--- src/design/sacft_pkg.sv ---
// Shared types and constants of the set-associative cache tag lookup.
`default_nettype none

package sacft_pkg;

   // Address, storage and count sizes
   localparam int ADDR_W     = 48;
   localparam int SET_W      = 8;
   localparam int NUM_SETS   = 1 << SET_W;
   localparam int NUM_WAYS   = 8;
   localparam int WAY_W      = 3;
   localparam int WCNT_W     = 4;
   localparam int CNT_W      = 32;
   localparam int SHIFT_W    = 6;
   localparam int IDX_FLD_W  = 16;

   // Configuration port
   localparam int CSR_IDX_W  = 2;
   localparam int CSR_DATA_W = 5;

   typedef enum logic [CSR_IDX_W-1:0] {
      CSR_OFFSET_BITS = 2'd0,
      CSR_INDEX_BITS  = 2'd1,
      CSR_WAYS        = 2'd2,
      CSR_FIELD_ORDER = 2'd3
   } csr_idx_type;

   localparam logic [4:0] RST_OFFSET_BITS = 5'd6;
   localparam logic [3:0] RST_INDEX_BITS  = 4'd4;
   localparam logic [3:0] RST_WAYS        = 4'd1;
   localparam logic       RST_FIELD_ORDER = 1'b0;

   localparam logic ORDER_INDEX_LOW = 1'b0;

   localparam logic CMD_WRITE = 1'b1;

   typedef struct packed {
      logic [4:0] offset_bits;
      logic [3:0] index_bits;
      logic [3:0] ways;
      logic       field_order;
   } cfg_type;

   // One tag memory row: FIFO pointer, valid bits and tags of one set
   typedef struct packed {
      logic [WAY_W-1:0]                ptr;
      logic [NUM_WAYS-1:0]             valid;
      logic [NUM_WAYS-1:0][ADDR_W-1:0] tags;
   } row_type;

   // Commands from the controller to the datapath
   typedef struct packed {
      logic             clear_en;
      logic [SET_W-1:0] clear_addr;
      logic             lookup_en;
      logic             update_en;
   } cmd_type;

endpackage

`default_nettype wire

--- src/design/sacft_ctrl.sv ---
// Controller state machine: clearing pass, idle and tag update.
`default_nettype none

module sacft_ctrl import sacft_pkg::*; (
   input  wire logic clock,
   input  wire logic reset,
   input  wire logic start,
   output logic      busy,
   output cmd_type   cmd
);

   typedef enum logic [2:0] {
      ST_CLEAR  = 3'b001,
      ST_IDLE   = 3'b010,
      ST_UPDATE = 3'b100
   } state_type;

   state_type        state_ff, state_in;
   logic [SET_W-1:0] clr_ff, clr_in;

   // Sequence clear, lookup and update
   always_comb begin
      state_in       = state_ff;
      clr_in         = clr_ff;
      cmd.clear_en   = 1'b0;
      cmd.clear_addr = clr_ff;
      cmd.lookup_en  = 1'b0;
      cmd.update_en  = 1'b0;
      unique case (state_ff)
         ST_CLEAR: begin
            cmd.clear_en = 1'b1;
            clr_in       = clr_ff + 1'b1;
            if (clr_ff == SET_W'(NUM_SETS - 1)) begin
               state_in = ST_IDLE;
            end
         end
         ST_IDLE: begin
            if (start) begin
               cmd.lookup_en = 1'b1;
               state_in      = ST_UPDATE;
            end
         end
         ST_UPDATE: begin
            cmd.update_en = 1'b1;
            state_in      = ST_IDLE;
         end
         default: begin
            state_in = ST_IDLE;
         end
      endcase
   end

   always_ff @(posedge clock) begin
      if (reset) begin
         state_ff <= ST_CLEAR;
         clr_ff   <= '0;
      end else begin
         state_ff <= state_in;
         clr_ff   <= clr_in;
      end
   end

   assign busy = (state_ff != ST_IDLE);

endmodule

`default_nettype wire

--- config.mk ---
export PLATFORM = sky130hd
export DESIGN_NAME = sacft_ctrl
export DESIGN_NICKNAME = d
export VERILOG_FILES = /design/src/design/sacft_pkg.sv /design/src/design/sacft_ctrl.sv
export SDC_FILE = /design/constraint.sdc
export NUM_CORES = 1
export LEC_CHECK = 0
export ABC_AREA = 1
export BUFFER_PORTS_ARGS = -buffer_cell sky130_fd_sc_hd__buf_2
export CORE_AREA = 2 2 39 41
export CTS_CLUSTER_DIAMETER = 80
export DETAILED_ROUTE_END_ITERATION = 6
export DIE_AREA = 0 0 41 43
export PLACE_DENSITY = 0.65
export SYNTH_ARGS = -nofsm -noshare
export SYNTH_HDL_FRONTEND = slang
export SYNTH_SLANG_ARGS = --single-unit
--- constraint.sdc ---
create_clock -name clock -period 2.65 [get_ports clock]
set_input_delay 0.53 -clock clock [delete_from_list [all_inputs] [get_ports clock]]
set_output_delay 0.53 -clock clock [all_outputs]
set_load 0.02 [all_outputs]
### Word-level counts from Yosys, hierarchy flattened

Cells that the tools add are included.

* add/subtract/negate cells: 1
* eq/ne operators: 7
* reductions and logical operators: 1
* mux-type cells: 7

Operator list (number)
* $add 8x1->8 const B: 1
* $eq 8x8->1 const B: 1
* $mux 3: 2
* $pmux 3 s2: 1
* $mux 1: 4
* $ne 2x2->1 const B: 2
* $eq 3x1->1 const B: 1
* $eq 3x2->1 const B: 1
* $eq 3x3->1 const B: 1
* $ne 3x2->1 const B: 1
* $reduce_and 2->1: 1

* register bits after elaboration: 11
* output and inout port bits: 12
* bits of input ports: 3

### Logic depth before layout (Yosys ltp)

Gate-level depths: netlist of the first run.

* word-level depth: 3
* depth in mapped cells: 7
* mapped depth without buffers: 7

### Worst setup path before layout of the first run

Ideal clock, no wire load.

* kind: flip-flop to output port
* start: reg state_ff[1]
* end: out cmd[1] in the netlist's numbering
* cell stages (with the launch flop): 5
* path slack: 1.269 ns
* arrival: 0.851 ns
* path buffers: 0
* data required time: 2.120 ns
* path through: dfxtp_1 -> inv_2 -> nor3_1 -> nand2_1 -> inv_1

RTL lines
* start, declared: RTL line sacft_ctrl.sv:18 `state_type state_ff, state_in;`
* start signal, assigned: RTL line sacft_ctrl.sv:58 `state_ff <= state_in;`
* end, declared: RTL line sacft_ctrl.sv:9 `output cmd_type cmd`

==> reports/metrics.yaml, run 1 <==
sta:
  tightest_slew_ns: 0.246
  fin_worst_skew_ns: 0.00454
  holdWs_ns: 0.472
  finalHoldViolCount: 0
  finalSetupViolCount: 0
  slew_viol_final: 0
  tns_ns: 0
  min_period_ns: 1.81
  slew_headroom_pct: 83.5
  layout_worst_path_cycle_share_pct: 68.4
  rsz0062_at_grt: "false"
  fmax_mhz: 552
yosys:
  syn-instance-count: 75
  netlist.area_leader.share_pct: 42.6
  synth_area_per_cell_um2: 6.89
  synthFlopType: "dfxtp_1"
  synth_top_cell_by_area: "dfxtp_1"
  ys_ff_latch: 11
  synth_cell_types: 14
  syn_area_um2: 517
  synth_warnings: 0
  synthTopCellsByArea: "dfxtp_1 (43%), nand2_1 (13%), inv_1 (9.4%), nor2_1 (7.3%), nor2_4 (4.4%)"
  synth_nets: 79
  synth_commonest_cells: "nand2_1 (18), inv_1 (13), dfxtp_1 (11)"
  yosysSeqAreaShare_pct: 42.6
  ys_async_sr_fraction_pct: 0
  synth-edff-count: 0
  synth.most_common_cell: "nand2_1"
setup_path:
  path_cells: "inv_2 -> nor3_1 -> nand2_1 -> inv_1 -> buf_2"
  crit_path_start: "state_ff[1]"
  critical_path_class: "flop to output port"
  critPathMaxStageDelay_ns: 0.41
  timing.rr.start: "clr_ff[1]"
  critPathBufInv: 3
  worstPathRequired_ns: 2.12
  worst_ep_arrival_time_ns: 1.28
  end_kind: "output port"
  crit_family: "flip-flops"
  path_max_fanout: 3
  slowest_stage: "dfxtp_1"
  startpoint_type: "flop"
cells_and_area:
  fin_cells: 109
  areaGrowthSynthToFinish_pct: 22.8
  drive_above_1_share_pct: 24.7
  layout.core_utilization_pct: 45.8
  design_area_um2: 634
  antenna_cells: 0
  nFillCells: 143
  nets: 98
clock_network:
  post-cts-setup-buffers: 0
  cts_buffers: 3
  htree_levels: 1
  cts_sinks: 11
  cts_resized: 0
  cts_tree: "done"
  clockBufferDepth: 2
  clk_pin_slew_worst_paths_ns: 0.07
  hold_buffers: 0
  clk_latency_ns: 0.26
  cts-root-buf: "clkbuf_4"
floorplan:
  rows: 14
  core_area_um2: 1380
  die_height_um: 43
  die_area_um2: 1760
  die_w_um: 41
  ioPinCount: 15
  start_util_pct: 37.3
global_routing:
  grt_pass1_vias: 419
  grt_pass1_wl_um: 1790
  grt_antenna_before_repair: 0
  overflow: 0
  grt_util_all_layers_pct: 15.2
  grt_start_max_net_pins: 8
min_path:
  min_from: "reset"
  hp-class: "input pin to flop"
routing:
  dr_wl_met3_um: 41
  highest_layer: "met3"
  wl_met2_um: 519
  dr.pass1.iters: 3
  drtIter0Drc: 9
  drc: 0
  vias_per_cell: 4.61
  routedLengthMet1_um: 469
  vias: 502
  drtAntennaViolNets: 0
  routed_wirelength_um: 1030
  wire_per_inst_um: 9.46
power:
  pwr_density_cell_nw_per_um2: 484
  leakagePower_uw: 0.000338
  vdd_drop_max_uv: 284
placement:
  placed_cells: 105
  portBuffers: 14
  gp_congestion: 0.762
  dp_hpwl_um: 809
  placed_area_um2: 607
status:
  outcome: "completed"
job:
  drv_cap: 0
[metrics by stage]
stage / power [uW] / worst slack, ns
floorplan: 190 / 1.27
global placement: 198 / 1.18
detailed placement: 198 / 1.12
CTS: 314 / 0.816
global route: 333 / 0.661
finish: 307 / 0.837
[cell families after synthesis]
family                     count (synthesis)  synth area share, %
AOI/OAI and AO/OA                          8                 7.75
adders and majority gates                  1                 2.42
buffers and inverters                     14                 10.2
DFF                                       11                 42.6
and+or+nand+nor                           41                 37.0
[area by class of cell]
cell class,count,area (um^2),area share [%]
Multi-Input combinational cell,50,244,38.5
Sequential cell,11,220,34.7
Timing Repair Buffer,14,70.1,11.0
Inverter,14,52.6,8.28
Clock buffer,3,22.5,3.55
Tap cell,16,20.0,3.16
Clock inverter,1,5.00,0.789
[final timing paths]
check | to | slack, ns | cells after the start
worst max-delay path | cmd[1] | 0.84 | 5
worst min-delay path | clr_ff[1] | 0.47 | 2
worst max register to register | clr_ff[6] | 1.41 | 6
worst min register to register | clr_ff[3] | 0.50 | 1
[power by group]
part / internal, uW / switching [uW] / total (uW)
registers: 169 / 4.18 / 173
clock network: 55.8 / 57.2 / 113
logic: 7.78 / 13.0 / 20.7
[layout by cell type, fill, tap and decap left out]
cell | netlist | layout
a21oi_1 | 4 | 4
nor2_4 | 2 | 2
nand2_2 | 1 | 1
nor2_1 | 10 | 10
inv_2 | 1 | 1
nand3_1 | 4 | 4
inv_1 | 13 | 13
buf_2 | 0 | 14
nand3_2 | 1 | 1
clkinv_2 | 0 | 1
ha_1 | 1 | 1
nand2_1 | 18 | 18
clkbuf_4 | 0 | 3
nor3_1 | 3 | 3
dfxtp_1 | 11 | 11
nand4_1 | 2 | 2
o21ai_0 | 4 | 4
[per-layer routing]
metal / up-vias / global-route usage, %
met1: 223 / 20.1
met5: - / 0
met4: 0 / 8.00
met2: 8 / 20.3
met3: 0 / 6.28
li1: 271 / -
[state kept, by name, summed over array words and instances, names as in the netlist]
| signal | flops |
|---|---|
| state_ff | 3 |
| clr_ff | 8 |
No activity file was read; power rests on OpenSTA's default activity.
==> run 2, diff against run 1 <==
Settings changed: ABC_AREA 1 to 0, PLACE_DENSITY 0.65 to 0.62.
Clock period 2.65 ns to 1.7 ns, I/O delays scaled along.
==> run 2 against run 1 <==
Sequential cell count unchanged. Synthesized area is 6.1% lower. Critical path depth decreased by 2. Global-route usage shrank 2.0 points. Worst hold slack worse by 0.076 ns. Clock power grew 56%. Core utilization decreased by 2.6 points. Synthesized cell count down 25%. First-iteration DRC count fell by 56%. Die area stayed put. Routed wire length down 12%. Final area shrank 5.7%. Largest cell class unchanged. Largest power group unchanged.
==> reports/metrics.yaml, run 2 <==
global_routing:
  grt_pass1_vias: 366  # -13%
  overflow: 0  # unchanged
  grt_util_all_layers_pct: 13.2  # -2.0 points
  grt_antenna_before_repair: 0  # unchanged
  grt_pass1_wl_um: 1530  # -14%
  grt_start_max_net_pins: 14  # +6
routing:
  wire_per_inst_um: 10.4  # +9.6%
  drtAntennaViolNets: 0  # unchanged
  drc: 0  # unchanged
  vias: 430  # -14%
  dr.pass1.iters: 3  # unchanged
  vias_per_cell: 4.89  # +6.1%
  routed_wirelength_um: 912  # -12%
  drtIter0Drc: 4  # -5
clock_network:
  cts_sinks: 11  # unchanged
  cts_buffers: 3  # unchanged
  clk_pin_slew_worst_paths_ns: 0.07  # about the same
  htree_levels: 1  # unchanged
  clockBufferDepth: 2  # unchanged
  cts_tree: "done"
  cts-root-buf: "clkbuf_4"
  hold_buffers: 0  # unchanged
  clk_latency_ns: 0.26  # about the same
job:
  drv_cap: 0  # unchanged
power:
  p_int_uw: 430  # +85%
  combPwrFrac_pct: 22.6  # +16 points
  vdd_drop_max_uv: 368  # +29%
  switchingPower_uw: 192  # +160%
  power_frac_clock_pct: 28.3  # -8.5 points
  seqPwrFrac_pct: 49.0  # -7.4 points
  pwr_density_cell_nw_per_um2: 1040  # +110%
  switching_share_pct: 30.9  # +6.7 points
  leakagePower_uw: 0.000251  # -26%
  finalPower_uw: 622  # +100%
floorplan:
  core_area_um2: 1380  # unchanged
  die_area_um2: 1760  # unchanged
  die_w_um: 41  # unchanged
  ioPinCount: 15  # unchanged
  start_util_pct: 35.1  # -2.3 points
  rows: 14  # unchanged
  die_height_um: 43  # unchanged
sta:
  finalSetupViolCount: 0  # unchanged
  min_period_ns: 1.63
  fmax_mhz: 612
  slew_headroom_pct: 83.0  # -0.45 points
  rsz0062_at_grt: "false"
  tns_ns: 0  # unchanged
  tightest_slew_ns: 0.253  # +0.00635 ns
  fin_worst_skew_ns: 0.00152  # -0.00302 ns
  slew_viol_final: 0  # unchanged
  finalHoldViolCount: 0  # unchanged
  layout_worst_path_cycle_share_pct: 96.1
placement:
  gp_congestion: 0.704  # -7.6%
  portBuffers: 14  # unchanged
status:
  outcome: "completed"
cells_and_area:
  largest_reg_flops: 8  # unchanged
  drive_above_1_share_pct: 30.6  # +5.8 points
  layout.core_utilization_pct: 43.2  # -2.6 points
  top_regs: "clr_ff x8, state_ff x3"
  areaGrowthSynthToFinish_pct: 23.2
  nets: 77  # -21%
  final_cell_mix: "buf_2 (14), dfxtp_1 (10), nand2_1 (6)"
  top_register: "clr_ff"
  antenna_cells: 0  # unchanged
  nFillCells: 155  # +8.4%
  final_common_cell: "buf_2"
yosys:
  synth_area_per_cell_um2: 8.67  # +26%
  syn_area_um2: 485  # -6.1%
  synth.most_common_cell: "dfxtp_1"
  synthFlopType: "dfxtp_1"
  synth_cell_types: 25  # +11
  synth_commonest_cells: "dfxtp_1 (11), nand2_1 (6), nor2_1 (5)"
  synth-edff-count: 0  # unchanged
  synth_top_cell_by_area: "dfxtp_1"
  netlist.area_leader.share_pct: 45.4  # +2.7 points
  yosysSeqAreaShare_pct: 45.4  # +2.7 points
  synth_nets: 60  # -24%
  syn-instance-count: 56  # -25%
  synth_warnings: 0  # unchanged
  ys_async_sr_fraction_pct: 0  # unchanged
  synthTopCellsByArea: "dfxtp_1 (45%), nand2_1 (4.6%), a21oi_1 (4.1%), nor2_1 (3.9%), nor2b_1 (3.9%)"
  ys_ff_latch: 11  # unchanged
setup_path:
  reg2reg_depth: 3  # -3
  startpoint_type: "flop"
  worst_ep_arrival_time_ns: 1.29  # about the same
  rr_endpoint: "clr_ff[7]"
  endpoint: "cmd[10]"
  end_kind: "output port"
  r2r_slack_ns: 0.19  # -1.22 ns
  critical_path_class: "flop to output port"
  crit_path_start: "state_ff[2]"
  path_max_fanout: 6  # +3
  timing.rr.start: "state_ff[2]"
  worstPathRequired_ns: 1.36  # -0.76 ns
min_path:
  hp-class: "input pin to flop"
## run 2: changes by cell type after synthesis, moves of 2 or more
cell,delta
nand2_1,-12
inv_1,-10
nor2_1,-5
nand3_1,-3
nor2b_1,+3
clkbuf_1,+2
nor2_4,-2
o21ai_0,-2
or3_1,+2
xnor2_1,+2
## run 2: kinds of logic (layout without fill, tap and decap cells)
group	after synthesis	after routing	synth area share, %
simple gates	27	27	30.4
mux	2	2	4.64
compound gates	8	8	9.54
xor+xnor	2	2	3.61
buf+inv	5	21	3.87
fa+ha+maj	1	1	2.58
flops	11	11	45.4
## run 2: critical path, stage by stage (launching register included)
cell	delay, ns
dfxtp_1	0.33
or3b_4	0.43
inv_2	0.10
buf_2	0.17
## run 2: worst min path at each step
stage,start,endpoint,slack [ns],depth (start not counted)
finish,reset,clr_ff[6],0.40,2
global route,reset,clr_ff[2],0.40,2
CTS,reset,clr_ff[2],0.39,2
detailed placement,clr_ff[5],clr_ff[5],0.49,2
global placement,clr_ff[6],clr_ff[6],0.48,2
floorplan,reset,clr_ff[7],0.55,2
## run 2: power by group through the flow
stage	clock [uW]	combinational, uW	sequential [uW]
6_report	176	141	305
2_1_floorplan	0	80.1	328
3_3_place_gp	0	135	309
4_1_cts	182	144	304
5_1_grt	198	156	309
3_5_place_dp	0	138	310
## run 2: metrics by stage
| stage | instances | cell area [um^2] | worst slack [ns] | hold WS, ns |
|---|---|---|---|---|
| floorplan | 56 | 485 | 0.158 | 0.548 |
| global placement | 84 | 568 | 0.153 | 0.483 |
| detailed placement | 84 | 568 | 0.111 | 0.492 |
| CTS | 88 | 597 | 0.0201 | 0.394 |
| global route | 88 | 598 | 0.00568 | 0.397 |
| finish | 88 | 598 | 0.0658 | 0.396 |
## run 2: timing repair
item / CTS / global route
endpoints found under the setup margin: 1 / 1
gates resized for setup: 2 / 1
endpoints found under the hold margin: 0 / 0
setup buffers: 0 / 0
## run 2: per-layer routing
metal	wire (um)	track usage [%]	vias to the layer above	part of all wire, %
met5	0	0	-	0
met4	17	10.0	0	1.9
met3	26	4.71	2	2.9
met2	433	16.9	7	47
met1	434	17.3	195	48
li1	-	-	226	-
## run 2: layout make-up
cell class              instances  area [um^2]  share of cell area [%]
clock buffers                   4         26.3                    4.39
inverters                       3         11.3                    1.88
multi-input cells              40          249                    41.6
repair buffers                 14         70.1                    11.7
flip-flops and latches         11          221                    37.0
well taps                      16         20.0                    3.35
