==> src/design/sacft_pkg.sv <==
// Shared types and constants of the set-associative cache tag lookup.
`default_nettype none

package sacft_pkg;

   // Address, storage and count sizes
   localparam int ADDR_W     = 48;
   localparam int SET_W      = 8;
   localparam int NUM_SETS   = 1 << SET_W;
   localparam int NUM_WAYS   = 8;
   localparam int WAY_W      = 3;
   localparam int WCNT_W     = 4;
   localparam int CNT_W      = 32;
   localparam int SHIFT_W    = 6;
   localparam int IDX_FLD_W  = 16;

   // Configuration port
   localparam int CSR_IDX_W  = 2;
   localparam int CSR_DATA_W = 5;

   typedef enum logic [CSR_IDX_W-1:0] {
      CSR_OFFSET_BITS = 2'd0,
      CSR_INDEX_BITS  = 2'd1,
      CSR_WAYS        = 2'd2,
      CSR_FIELD_ORDER = 2'd3
   } csr_idx_type;

   localparam logic [4:0] RST_OFFSET_BITS = 5'd6;
   localparam logic [3:0] RST_INDEX_BITS  = 4'd4;
   localparam logic [3:0] RST_WAYS        = 4'd1;
   localparam logic       RST_FIELD_ORDER = 1'b0;

   localparam logic ORDER_INDEX_LOW = 1'b0;

   localparam logic CMD_WRITE = 1'b1;

   typedef struct packed {
      logic [4:0] offset_bits;
      logic [3:0] index_bits;
      logic [3:0] ways;
      logic       field_order;
   } cfg_type;

   // One tag memory row: FIFO pointer, valid bits and tags of one set
   typedef struct packed {
      logic [WAY_W-1:0]                ptr;
      logic [NUM_WAYS-1:0]             valid;
      logic [NUM_WAYS-1:0][ADDR_W-1:0] tags;
   } row_type;

   // Commands from the controller to the datapath
   typedef struct packed {
      logic             clear_en;
      logic [SET_W-1:0] clear_addr;
      logic             lookup_en;
      logic             update_en;
   } cmd_type;

endpackage

`default_nettype wire

==> src/design/sacft_csr.sv <==
// Configuration register file of the cache tag lookup.
`default_nettype none

module sacft_csr import sacft_pkg::*; (
   input  wire logic                  clock,
   input  wire logic                  reset,
   input  wire logic                  csr_write_enable,
   input  wire logic [CSR_IDX_W-1:0]  csr_index,
   input  wire logic [CSR_DATA_W-1:0] csr_write_data,
   output cfg_type                    cfg
);

   cfg_type cfg_ff;
   cfg_type cfg_in;

   // Decode the register index and take the low bits of the data
   always_comb begin
      cfg_in = cfg_ff;
      if (csr_write_enable) begin
         unique case (csr_idx_type'(csr_index))
            CSR_OFFSET_BITS: cfg_in.offset_bits = csr_write_data[4:0];
            CSR_INDEX_BITS:  cfg_in.index_bits  = csr_write_data[3:0];
            CSR_WAYS:        cfg_in.ways        = csr_write_data[3:0];
            CSR_FIELD_ORDER: cfg_in.field_order = csr_write_data[0];
            default: ;
         endcase
      end
   end

   always_ff @(posedge clock) begin
      if (reset) begin
         cfg_ff.offset_bits <= RST_OFFSET_BITS;
         cfg_ff.index_bits  <= RST_INDEX_BITS;
         cfg_ff.ways        <= RST_WAYS;
         cfg_ff.field_order <= RST_FIELD_ORDER;
      end else begin
         cfg_ff <= cfg_in;
      end
   end

   assign cfg = cfg_ff;

endmodule

`default_nettype wire

==> config.mk <==
export PLATFORM = sky130hd
export DESIGN_NAME = sacft_csr
export DESIGN_NICKNAME = d
export VERILOG_FILES = /design/src/design/sacft_pkg.sv /design/src/design/sacft_csr.sv
export SDC_FILE = /design/constraint.sdc
export NUM_CORES = 1
export LEC_CHECK = 0
export CAP_MARGIN = 20
export CORE_MARGIN = 5
export CORE_UTILIZATION = 45
export DETAILED_ROUTE_END_ITERATION = 10
export DONT_BUFFER_PORTS = 1
export SYNTH_ARGS = -nofsm -noshare
export SYNTH_HDL_FRONTEND = slang
export SYNTH_SLANG_ARGS = --single-unit
==> constraint.sdc <==
create_clock -name clock -period 1.8 [get_ports clock]
set_clock_uncertainty 0.2 [all_clocks]
set_input_delay 0.27 -clock clock [delete_from_list [all_inputs] [get_ports clock]]
set_output_delay 0.27 -clock clock [all_outputs]
set_load 0.01 [all_outputs]
Yosys cells after proc, flatten, opt, wreduce, memory -nomap -nowiden --
Index checks and enable logic that the tools add are counted. Widths: inputs -> output; s select.
Operators by class: eq/ne operators 3, reductions and logical operators 5
Operator list (number):
- $reduce_and 2->1 | 4
- $eq 2x2->1 const B | 2
- $eq 2x1->1 const B | 1
- $logic_not 2->1 | 1
Word-level totals: register bits after elaboration 14, output and inout bits 14, word-level logic and storage cells 12

Longest topological paths before layout --
Gate-level depths: netlist of the first run.
word-level depth 2, gate-level depth with buffers 3

Worst setup path after synthesis of the first run --
No wires, ideal clock.
path type input -> register, start input csr_index[1], end register cfg_ff, in the netlist cfg[12], arrival time 806 ps, setup slack 674 ps, stages on the path 2, path buffers 0, cell sequence or3b_1 -> mux2i_1
Between the ends: cells in the longest elaborated chain, start to end 2
Ends and longest elaborated chain:
- start, declared | line sacft_csr.sv:8 | input wire logic [CSR_IDX_W-1:0] csr_index,
- $logic_not 2->1 | line sacft_csr.sv:20 | unique case (csr_idx_type'(csr_index))
- $reduce_and 2->1 (no line)
- end signal, assigned | line sacft_csr.sv:37 | cfg_ff <= cfg_in;
- end, declared | line sacft_csr.sv:13 | cfg_type cfg_ff;
Every way passes these cells. A chain may end at the register's enable or synchronous reset.

==> results of run 1 <==
-- per-layer routing --
layer	vias to the layer above	global-route usage [%]	routed length (um)	share of wire, %
met1	203	14.1	477	38
li1	217	-	-	-
met5	-	0	0	0
met4	0	8.52	12	0.97
met3	2	5.08	91	7.3
met2	10	21.2	659	53
-- cells by family (layout without fill, tap and decap cells) --
| family | Yosys count | after routing |
|---|---|---|
| buf+inv | 3 | 15 |
| mux | 14 | 14 |
| flops | 14 | 14 |
| simple gates | 27 | 27 |
-- layout make-up --
| type | count | area share, % |
|---|---|---|
| multi-input cells | 41 | 40.5 |
| repair buffers | 11 | 14.7 |
| flip-flops and latches | 14 | 37.5 |
| clock buffers | 4 | 4.85 |
| well taps | 15 | 2.51 |
-- worst paths after layout --
path,to,cells past startpoint
setup / recovery,cfg[3]$_SDFFE_PP0P_,4
hold / removal,cfg[0]$_SDFFE_PP0P_,2
setup reg to reg,cfg[7]$_SDFFE_PP1P_,2
hold reg to reg,cfg[0]$_SDFFE_PP0P_,2
-- synth_stat cells (all sizes together) --
cell	instances
and3b	1
clkbuf	3
dfxtp	14
mux2i	14
nand2b	15
nand3	1
nand3b	1
nor2	7
nor3b	1
or3b	1
-- timing repair --
action / 4_1_cts / 5_1_grt
buffers inserted: 0 / 0
resized for setup: 0 / 0
endpoints found under the hold margin: 14 / 0
hold buffers: 11 / 0
-- power breakdown --
part | leakage [uW] | switching (uW) | internal (uW)
sequential | 0.000114 | 12.4 | 321
clock | 0.0000210 | 100 | 123
combinational | 0.000175 | 23.5 | 35.8
total | 0.000310 | 136 | 479
-- through the flow --
stage	std cells	hold WS, ns	utilization [%]	total power [uW]
2_1_floorplan	58	0.225	-	373
3_3_place_gp	70	0.228	47.4	374
3_5_place_dp	70	0.238	47.4	375
4_1_cts	85	0.00930	59.0	623
5_1_grt	85	0.0174	59.0	645
6_report	85	0.00990	59.0	615
==> results_tabular.tex, run 1 <==
\begin{tabular}{lr}
\hline
Metric & Value \\
\hline
\multicolumn{2}{l}{\textbf{Setup path}} \\
Critical path launch point & csr\_write\_data[2] \\
R2R Setup Slk & 0.92 ns \\
Crit path cell chain & dlygate4sd3\_1, nand2b\_1, dlygate4sd3\_1, mux2i\_1 \\
Endpoint type of the worst setup path & flop \\
Worst setup path category & in2reg \\
Worst endpoint required time & 1.81 ns \\
Worst stage delay on the critical path & 0.55 ns \\
Max FO, Critical Path & 2 \\
Worst reg2reg startpoint & cfg[7]\$\_SDFFE\_PP1P\_ \\
Number of buffer and inverter stages on the critical path & 2 \\
Critical-path cell with the highest stage delay & dlygate4sd3\_1 \\
Worst Path Arrival & 1.55 ns \\
Most prevalent standard cell on the critical path & dlygate4sd3\_1 \\
Largest delay contributor family on the critical path & buffers and inverters \\
Type of element launching the critical path & primary input \\
\multicolumn{2}{l}{\textbf{Detailed routing}} \\
Routed vias & 432 \\
Antenna Violating Nets Remaining & 0 \\
Mean number of vias per cell & 5.08 \\
Detailed-routing iteration count for the pre-antenna-repair pass & 4 \\
Wirelength per Cell & 14.6 um \\
WL final & 1.24 mm \\
1st-iter DRT viols & 2 \\
DRC Markers & 0 \\
\multicolumn{2}{l}{\textbf{Flow run}} \\
Maximum Capacitance Violations & 0 \\
\multicolumn{2}{l}{\textbf{Floorplan}} \\
Io pins & 24 \\
Initial cell density of the core & 46.9\% \\
Die span in x & 46.4 um \\
Row cnt & 13 \\
Die H & 46.4 um \\
Core area & 1270 um2 \\
Die Area & 2150 um2 \\
\multicolumn{2}{l}{\textbf{Synthesis}} \\
Post-Syn Area per Cell & 10.3 um2 \\
Total of warnings raised by yosys & 0 \\
Number of cells produced by synthesis & 58 \\
Leading cell types by total area after synthesis & dfxtp\_1 (47\%), mux2i\_1 (24\%), nand2b\_1 (16\%) \\
Synth top area share & 47.1\% \\
Proportion of synthesized area in mux cells & 23.5\% \\
Combined area of all synthesized cells & 596 um2 \\
Synth Area in Compound Gates & 0\% \\
Mapped Nets & 68 \\
Flip-flop and latch count after synthesis & 14 \\
Adder-cell share of the synthesized area & 0\% \\
Cell taking the most area after synthesis & dfxtp\_1 \\
Simple-gate portion of the synthesized area & 27.3\% \\
Largest family of logic cells by synthesized area & simple AND/OR/NAND/NOR gates \\
Parity-gate share of the synthesized area counting xor and xnor cells & 0\% \\
Library cells used by synthesis & 11 \\
Portion of the post-synthesis area used by sequential elements & 47.1\% \\
\multicolumn{2}{l}{\textbf{STA}} \\
Total negative slack & 0 ns \\
Number of max-slew violations in the final report & 0 \\
Worst Setup Slack, final & 0.256 ns \\
Unrepaired setup endpoints after global routing & no \\
Post-layout min period & 1.54 ns \\
Slew HR & 64.4\% \\
Count of endpoints failing setup in the final report & 0 \\
Final period utilization & 85.8\% \\
Hold Vio Cnt, Final & 0 \\
Slew at the pin with the worst max-slew slack & 0.532 ns \\
Highest attainable clock frequency & 0.648 GHz \\
\multicolumn{2}{l}{\textbf{GRT}} \\
Via count of the first global-routing pass & 450 \\
Number of antenna violations at the first check in global routing & 0 \\
Global-route wire length before repair & 1.95 mm \\
Largest net degree at the start of global routing & 19 \\
Grt total ovfl & 0 \\
Global-route total usage across every layer & 13.1\% \\
\multicolumn{2}{l}{\textbf{Finish}} \\
Combined area of the multi-input logic cells & 303 um2 \\
Final-stage net count & 81 \\
Fill cells & 118 \\
Number of flip-flops under the largest register name & 14 \\
Most common cell after layout, fill and taps aside & nand2b\_1 \\
Total area of sequential cells & 280 um2 \\
Antenna diode count & 0 \\
Most used cells in the layout excluding fill and tap cells & nand2b\_1 (15), mux2i\_1 (14), dfxtp\_1 (14) \\
Area growth from synthesis to final layout & 25.6\% \\
Post-route cell area & 748 um2 \\
Share of cells above drive strength 1 & 7.14\% \\
\multicolumn{2}{l}{\textbf{Clock network}} \\
Clock tree from TritonCTS & done \\
Number of H-tree branching levels & 1 \\
Post-CTS clock slew at the launch and capture registers of the worst setup and hold paths & 0.08 ns \\
Source-to-sink clock delay at the later pin of the worst-skew pair & 0.27 ns \\
CTS root buffer & clkbuf\_4 \\
Clock buffer count from CTS & 3 \\
Clock tree buffer depth & 2 \\
Total number of clock tree sinks & 14 \\
\multicolumn{2}{l}{\textbf{Pwr}} \\
Power per cell area & 822 nW/um2 \\
Cell leakage power & 0.000310 uW \\
Peak supply drop & 0.417 mV \\
\multicolumn{2}{l}{\textbf{Placement}} \\
Placement-stage cell area & 602 um2 \\
Placer congestion estimate & 0.643 \\
Worst slack at placement & 0.652 ns \\
Number of buffers added on ports & 0 \\
DPL Wire Length & 883 um \\
\multicolumn{2}{l}{\textbf{Min path}} \\
Kind of path behind the tightest hold check & in2reg \\
Hold Startpoint & csr\_write\_data[0] \\
\multicolumn{2}{l}{\textbf{Outcome}} \\
Run status & finished, final reports clean \\
\hline
\end{tabular}
Power figures use the tool's default switching activity.
==> run 2, diff against run 1 <==
--- a/config.mk
+++ b/config.mk
@@ -10,6 +10,9 @@
 export CORE_UTILIZATION = 45
 export DETAILED_ROUTE_END_ITERATION = 10
 export DONT_BUFFER_PORTS = 1
+export GPL_TIMING_DRIVEN = 0
+export HOLD_SLACK_MARGIN = 0.12
+export SKIP_CTS_REPAIR_TIMING = 1
 export SYNTH_ARGS = -nofsm -noshare
 export SYNTH_HDL_FRONTEND = slang
 export SYNTH_SLANG_ARGS = --single-unit
==> run 2 against run 1 <==
Compared with the run above:
- cell area up 0.33%
- worst hold slack improved by 0.16 ns
- clock power barely moved
- count of clock-buffer cells in the layout is the same
- fmax down 8.3%
- global-route usage is 0.48 points lower
- critical path depth is the same
- non-clock buffer count increased by 2
- largest power group unchanged
- highest routed layer unchanged
==> results_tabular.tex, run 2 (synthesis gave the netlist of run 1 again) <==
\begin{tabular}{lr}
\hline
Metric & Value \\
\hline
\multicolumn{2}{l}{\textbf{Floorplan}} \\
Die span in x & 46.4 um \\
Row cnt & 13 \\
Die H & 46.4 um \\
Core area & 1270 um2 \\
Io pins & 24 \\
Initial cell density of the core & 46.9\% \\
Die Area & 2150 um2 \\
\multicolumn{2}{l}{\textbf{Detailed routing}} \\
DRC Markers & 0 \\
WL final & 1.22 mm \\
1st-iter DRT viols & 4 \\
Wirelength per Cell & 14.0 um \\
Mean number of vias per cell & 4.97 \\
Antenna Violating Nets Remaining & 0 \\
Detailed-routing iteration count for the pre-antenna-repair pass & 3 \\
Routed vias & 432 \\
\multicolumn{2}{l}{\textbf{STA}} \\
Post-layout min period & 1.68 ns \\
Worst Setup Slack, final & 0.117 ns \\
Total negative slack & 0 ns \\
Hold slack final & 0.172 ns \\
Final period utilization & 93.5\% \\
Highest attainable clock frequency & 0.594 GHz \\
Hold Vio Cnt, Final & 0 \\
Number of max-slew violations in the final report & 0 \\
Unrepaired setup endpoints after global routing & no \\
Count of endpoints failing setup in the final report & 0 \\
Slew HR & 75.7\% \\
Slew at the pin with the worst max-slew slack & 0.364 ns \\
\multicolumn{2}{l}{\textbf{Pwr}} \\
Cell leakage power & 0.000313 uW \\
Power per cell area & 817 nW/um2 \\
Total power of the final layout & 613 uW \\
Peak supply drop & 0.549 mV \\
\multicolumn{2}{l}{\textbf{Finish}} \\
Total area of sequential cells & 280 um2 \\
Antenna diode count & 0 \\
Area growth from synthesis to final layout & 26.1\% \\
Share of cells above drive strength 1 & 8.33\% \\
Combined area of the multi-input logic cells & 303 um2 \\
Number of flip-flops under the largest register name & 14 \\
Most used cells in the layout excluding fill and tap cells & nand2b\_1 (15), mux2i\_1 (14), dfxtp\_1 (14) \\
Fill cells & 117 \\
Final-stage net count & 83 \\
Most common cell after layout, fill and taps aside & nand2b\_1 \\
\multicolumn{2}{l}{\textbf{Placement}} \\
DPL Wire Length & 867 um \\
Placer congestion estimate & 0.649 \\
Number of buffers added on ports & 0 \\
Worst slack at placement & 0.642 ns \\
\multicolumn{2}{l}{\textbf{Clock network}} \\
Clock tree from TritonCTS & done \\
Clock tree buffer depth & 2 \\
Total number of clock tree sinks & 14 \\
Source-to-sink clock delay at the later pin of the worst-skew pair & 0.27 ns \\
Number of H-tree branching levels & 1 \\
Clock buffer count from CTS & 3 \\
Post-CTS clock slew at the launch and capture registers of the worst setup and hold paths & 0.08 ns \\
CTS root buffer & clkbuf\_4 \\
\multicolumn{2}{l}{\textbf{GRT}} \\
Grt total ovfl & 0 \\
Via count of the first global-routing pass & 374 \\
Largest net degree at the start of global routing & 11 \\
Global-route total usage across every layer & 12.6\% \\
Number of antenna violations at the first check in global routing & 0 \\
Global-route wire length before repair & 1.83 mm \\
\multicolumn{2}{l}{\textbf{Setup path}} \\
Type of element launching the critical path & primary input \\
Worst setup path category & in2reg \\
Worst endpoint required time & 1.77 ns \\
Max FO, Critical Path & 3 \\
Worst Path Arrival & 1.65 ns \\
Endpoint type of the worst setup path & flop \\
\multicolumn{2}{l}{\textbf{Outcome}} \\
Run status & finished, final reports clean \\
\multicolumn{2}{l}{\textbf{Min path}} \\
Kind of path behind the tightest hold check & in2reg \\
\multicolumn{2}{l}{\textbf{Flow run}} \\
Maximum Capacitance Violations & 0 \\
\hline
\end{tabular}
run 2: where the power goes:
group | switching [uW] | internal (uW) | total [uW]
Clock | 97.3 | 123 | 220
Combinational | 25.1 | 35.4 | 60.5
Sequential | 12.1 | 321 | 333
Total | 134 | 479 | 613
run 2: path summary, 6_finish.rpt:
| check | cells past startpoint | startpoint | slack, ns | end |
|---|---|---|---|---|
| worst max-delay path | 4 | csr_index[1] | 0.12 | cfg[0]$_SDFFE_PP0P_ |
| worst min-delay path | 2 | csr_write_enable | 0.17 | cfg[8]$_SDFFE_PP0P_ |
| worst max register to register | 2 | cfg[9]$_SDFFE_PP0P_ | 0.94 | cfg[9]$_SDFFE_PP0P_ |
| worst min register to register | 2 | cfg[2]$_SDFFE_PP0P_ | 0.32 | cfg[2]$_SDFFE_PP0P_ |
run 2: layer usage:
layer / GRT usage, % / routed length [um] / up-vias
met2: 20.1 / 673 / 9
met5: 0 / 0 / -
met4: 5.11 / 10 / 0
met3: 7.42 / 72 / 2
met1: 13.6 / 462 / 200
li1: - / - / 221
run 2: area by class of cell:
cell class              count  area share, %
plain buffers               3           1.67
clock buffers               4           4.83
multi-input cells          41           40.3
flip-flops and latches     14           37.3
well taps                  15           2.50
repair buffers             10           13.3
run 2: worst max-delay path, cell delays in order:
cell and delay, ns:
dlygate4sd3_1 0.59, nand3_1 0.09, dlygate4sd3_1 0.58, mux2i_1 0.12
run 2: metrics by stage:
stage	cell area, um2	utilization (%)	cells
after floorplan	596	-	58
after global placement	614	48.4	73
after detailed placement	614	48.4	73
after CTS	651	51.3	77
after global routing	751	59.2	87
final	751	59.2	87
==> run 3, diff against run 2 <==
--- a/config.mk
+++ b/config.mk
@@ -12,6 +12,7 @@
 export DONT_BUFFER_PORTS = 1
 export GPL_TIMING_DRIVEN = 0
 export HOLD_SLACK_MARGIN = 0.12
+export REMOVE_ABC_BUFFERS = 1
 export SKIP_CTS_REPAIR_TIMING = 1
 export SYNTH_ARGS = -nofsm -noshare
 export SYNTH_HDL_FRONTEND = slang
==> run 3 against run 2 <==
Compared with the run above:
- non-clock buffer count is 2 lower
- routed wire length is 1.2% lower
- sequential share of layout area is 0.83 points higher
- power is 8.3% lower
- combinational power is 1% lower
- register-to-register slack worse by 0.04 ns
- critical path depth stayed put
- core utilization is 1.3 points lower
- setup slack better by 0.012 ns
- cell area is 2.2% lower
- count of clock-buffer cells in the layout is 1 lower
- largest cell class unchanged
==> results_tabular.tex, run 3 (synthesis gave the netlist of run 1 again) <==
\begin{tabular}{lr}
\hline
Metric & Value \\
\hline
\multicolumn{2}{l}{\textbf{Setup path}} \\
Endpoint type of the worst setup path & flop \\
Type of element launching the critical path & primary input \\
Max FO, Critical Path & 3 \\
Worst setup path category & in2reg \\
Worst Path Arrival & 1.68 ns \\
Worst endpoint required time & 1.81 ns \\
\multicolumn{2}{l}{\textbf{Finish}} \\
Final Non-Filler Cells & 84 \\
Antenna diode count & 0 \\
Utilization after layout & 57.9\% \\
Most used cells in the layout excluding fill and tap cells & nand2b\_1 (15), mux2i\_1 (14), dfxtp\_1 (14) \\
Area growth from synthesis to final layout & 23.3\% \\
Most common cell after layout, fill and taps aside & nand2b\_1 \\
Number of flip-flops under the largest register name & 14 \\
Final-stage net count & 81 \\
Total area of sequential cells & 280 um2 \\
Combined area of the multi-input logic cells & 303 um2 \\
Share of cells above drive strength 1 & 5.80\% \\
Fill cells & 118 \\
\multicolumn{2}{l}{\textbf{STA}} \\
Count of endpoints failing setup in the final report & 0 \\
Slew HR & 63.5\% \\
Slew at the pin with the worst max-slew slack & 0.545 ns \\
Post-layout min period & 1.67 ns \\
Total negative slack & 0 ns \\
Number of max-slew violations in the final report & 0 \\
Hold Vio Cnt, Final & 0 \\
Highest attainable clock frequency & 0.598 GHz \\
Final period utilization & 92.8\% \\
Unrepaired setup endpoints after global routing & no \\
\multicolumn{2}{l}{\textbf{Placement}} \\
Placer congestion estimate & 0.682 \\
Post-placement cell count & 70 \\
DPL Wire Length & 855 um \\
Number of buffers added on ports & 0 \\
\multicolumn{2}{l}{\textbf{GRT}} \\
Largest net degree at the start of global routing & 23 \\
Global-route total usage across every layer & 12.0\% \\
Grt total ovfl & 0 \\
Via count of the first global-routing pass & 417 \\
Number of antenna violations at the first check in global routing & 0 \\
Global-route wire length before repair & 1.77 mm \\
\multicolumn{2}{l}{\textbf{Clock network}} \\
Total number of clock tree sinks & 14 \\
Post-CTS clock slew at the launch and capture registers of the worst setup and hold paths & 0.08 ns \\
Clock tree buffer depth & 2 \\
CTS root buffer & clkbuf\_4 \\
Clock buffer count from CTS & 3 \\
Clock tree from TritonCTS & done \\
Source-to-sink clock delay at the later pin of the worst-skew pair & 0.27 ns \\
Number of H-tree branching levels & 1 \\
\multicolumn{2}{l}{\textbf{Flow run}} \\
Maximum Capacitance Violations & 0 \\
\multicolumn{2}{l}{\textbf{Floorplan}} \\
Core area & 1270 um2 \\
Die Area & 2150 um2 \\
Die span in x & 46.4 um \\
Io pins & 24 \\
Die H & 46.4 um \\
Initial cell density of the core & 46.9\% \\
Row cnt & 13 \\
\multicolumn{2}{l}{\textbf{Pwr}} \\
Power per cell area & 765 nW/um2 \\
Cell leakage power & 0.000302 uW \\
Peak supply drop & 0.418 mV \\
\multicolumn{2}{l}{\textbf{Detailed routing}} \\
Mean number of vias per cell & 5.02 \\
1st-iter DRT viols & 4 \\
Detailed-routing iteration count for the pre-antenna-repair pass & 4 \\
Routed vias & 422 \\
Antenna Violating Nets Remaining & 0 \\
DRC Markers & 0 \\
WL final & 1.20 mm \\
Wirelength per Cell & 14.3 um \\
\multicolumn{2}{l}{\textbf{Outcome}} \\
Run status & finished, final reports clean \\
\multicolumn{2}{l}{\textbf{Min path}} \\
Kind of path behind the tightest hold check & in2reg \\
\hline
\end{tabular}
run 3: changes by cell type in the layout (fill, tap and decap cells not counted):
cell	before	now
clkbuf_2	1	0
dlygate4sd3_1	10	11
clkbuf_8	1	0
clkbuf_1	2	0
run 3: worst max-delay path, cell delays in order:
cell           delay [ns]
dlygate4sd3_1        0.58
nand3_1              0.08
dlygate4sd3_1        0.56
mux2i_1              0.18
run 3: report_power, final:
part / leakage, uW / total [uW] / internal (uW) / switching, uW
clock: 0.0000138 / 169 / 77.3 / 92.1
combinational: 0.000174 / 59.8 / 35.4 / 24.4
sequential: 0.000114 / 333 / 321 / 12.3
run 3: area by class of cell:
class,instances,share of cell area (%)
Multi-Input combinational cell,41,41.2
Sequential cell,14,38.2
Timing Repair Buffer,11,15.0
Clock buffer,3,3.07
Tap cell,15,2.56
run 3: per-layer routing:
metal / wire, um / GRT usage, % / up-vias
li1: - / - / 217
met4: 0 / 8.52 / 0
met2: 662 / 17.9 / 12
met1: 448 / 13.3 / 193
met3: 92 / 5.47 / 0
met5: 0 / 0 / -
run 3: through the flow:
stage	setup WS (ns)	total power [uW]	instance area [um2]	hold WS [ns]
after detailed placement	0.644	375	602	0.239
after global routing	0.112	593	734	0.123
after floorplan	0.674	368	583	0.225
final	0.129	562	734	0.115
after CTS	0.646	546	624	-0.0590
after global placement	0.658	373	602	0.234
run 3: final timing paths:
path | startpoint | to | slack [ns] | depth (start not counted)
setup / recovery | csr_index[1] | cfg[0]$_SDFFE_PP0P_ | 0.13 | 4
hold / removal | csr_write_enable | cfg[9]$_SDFFE_PP0P_ | 0.12 | 2
setup reg to reg | cfg[2]$_SDFFE_PP0P_ | cfg[2]$_SDFFE_PP0P_ | 0.90 | 2
hold reg to reg | cfg[9]$_SDFFE_PP0P_ | cfg[9]$_SDFFE_PP0P_ | 0.33 | 2
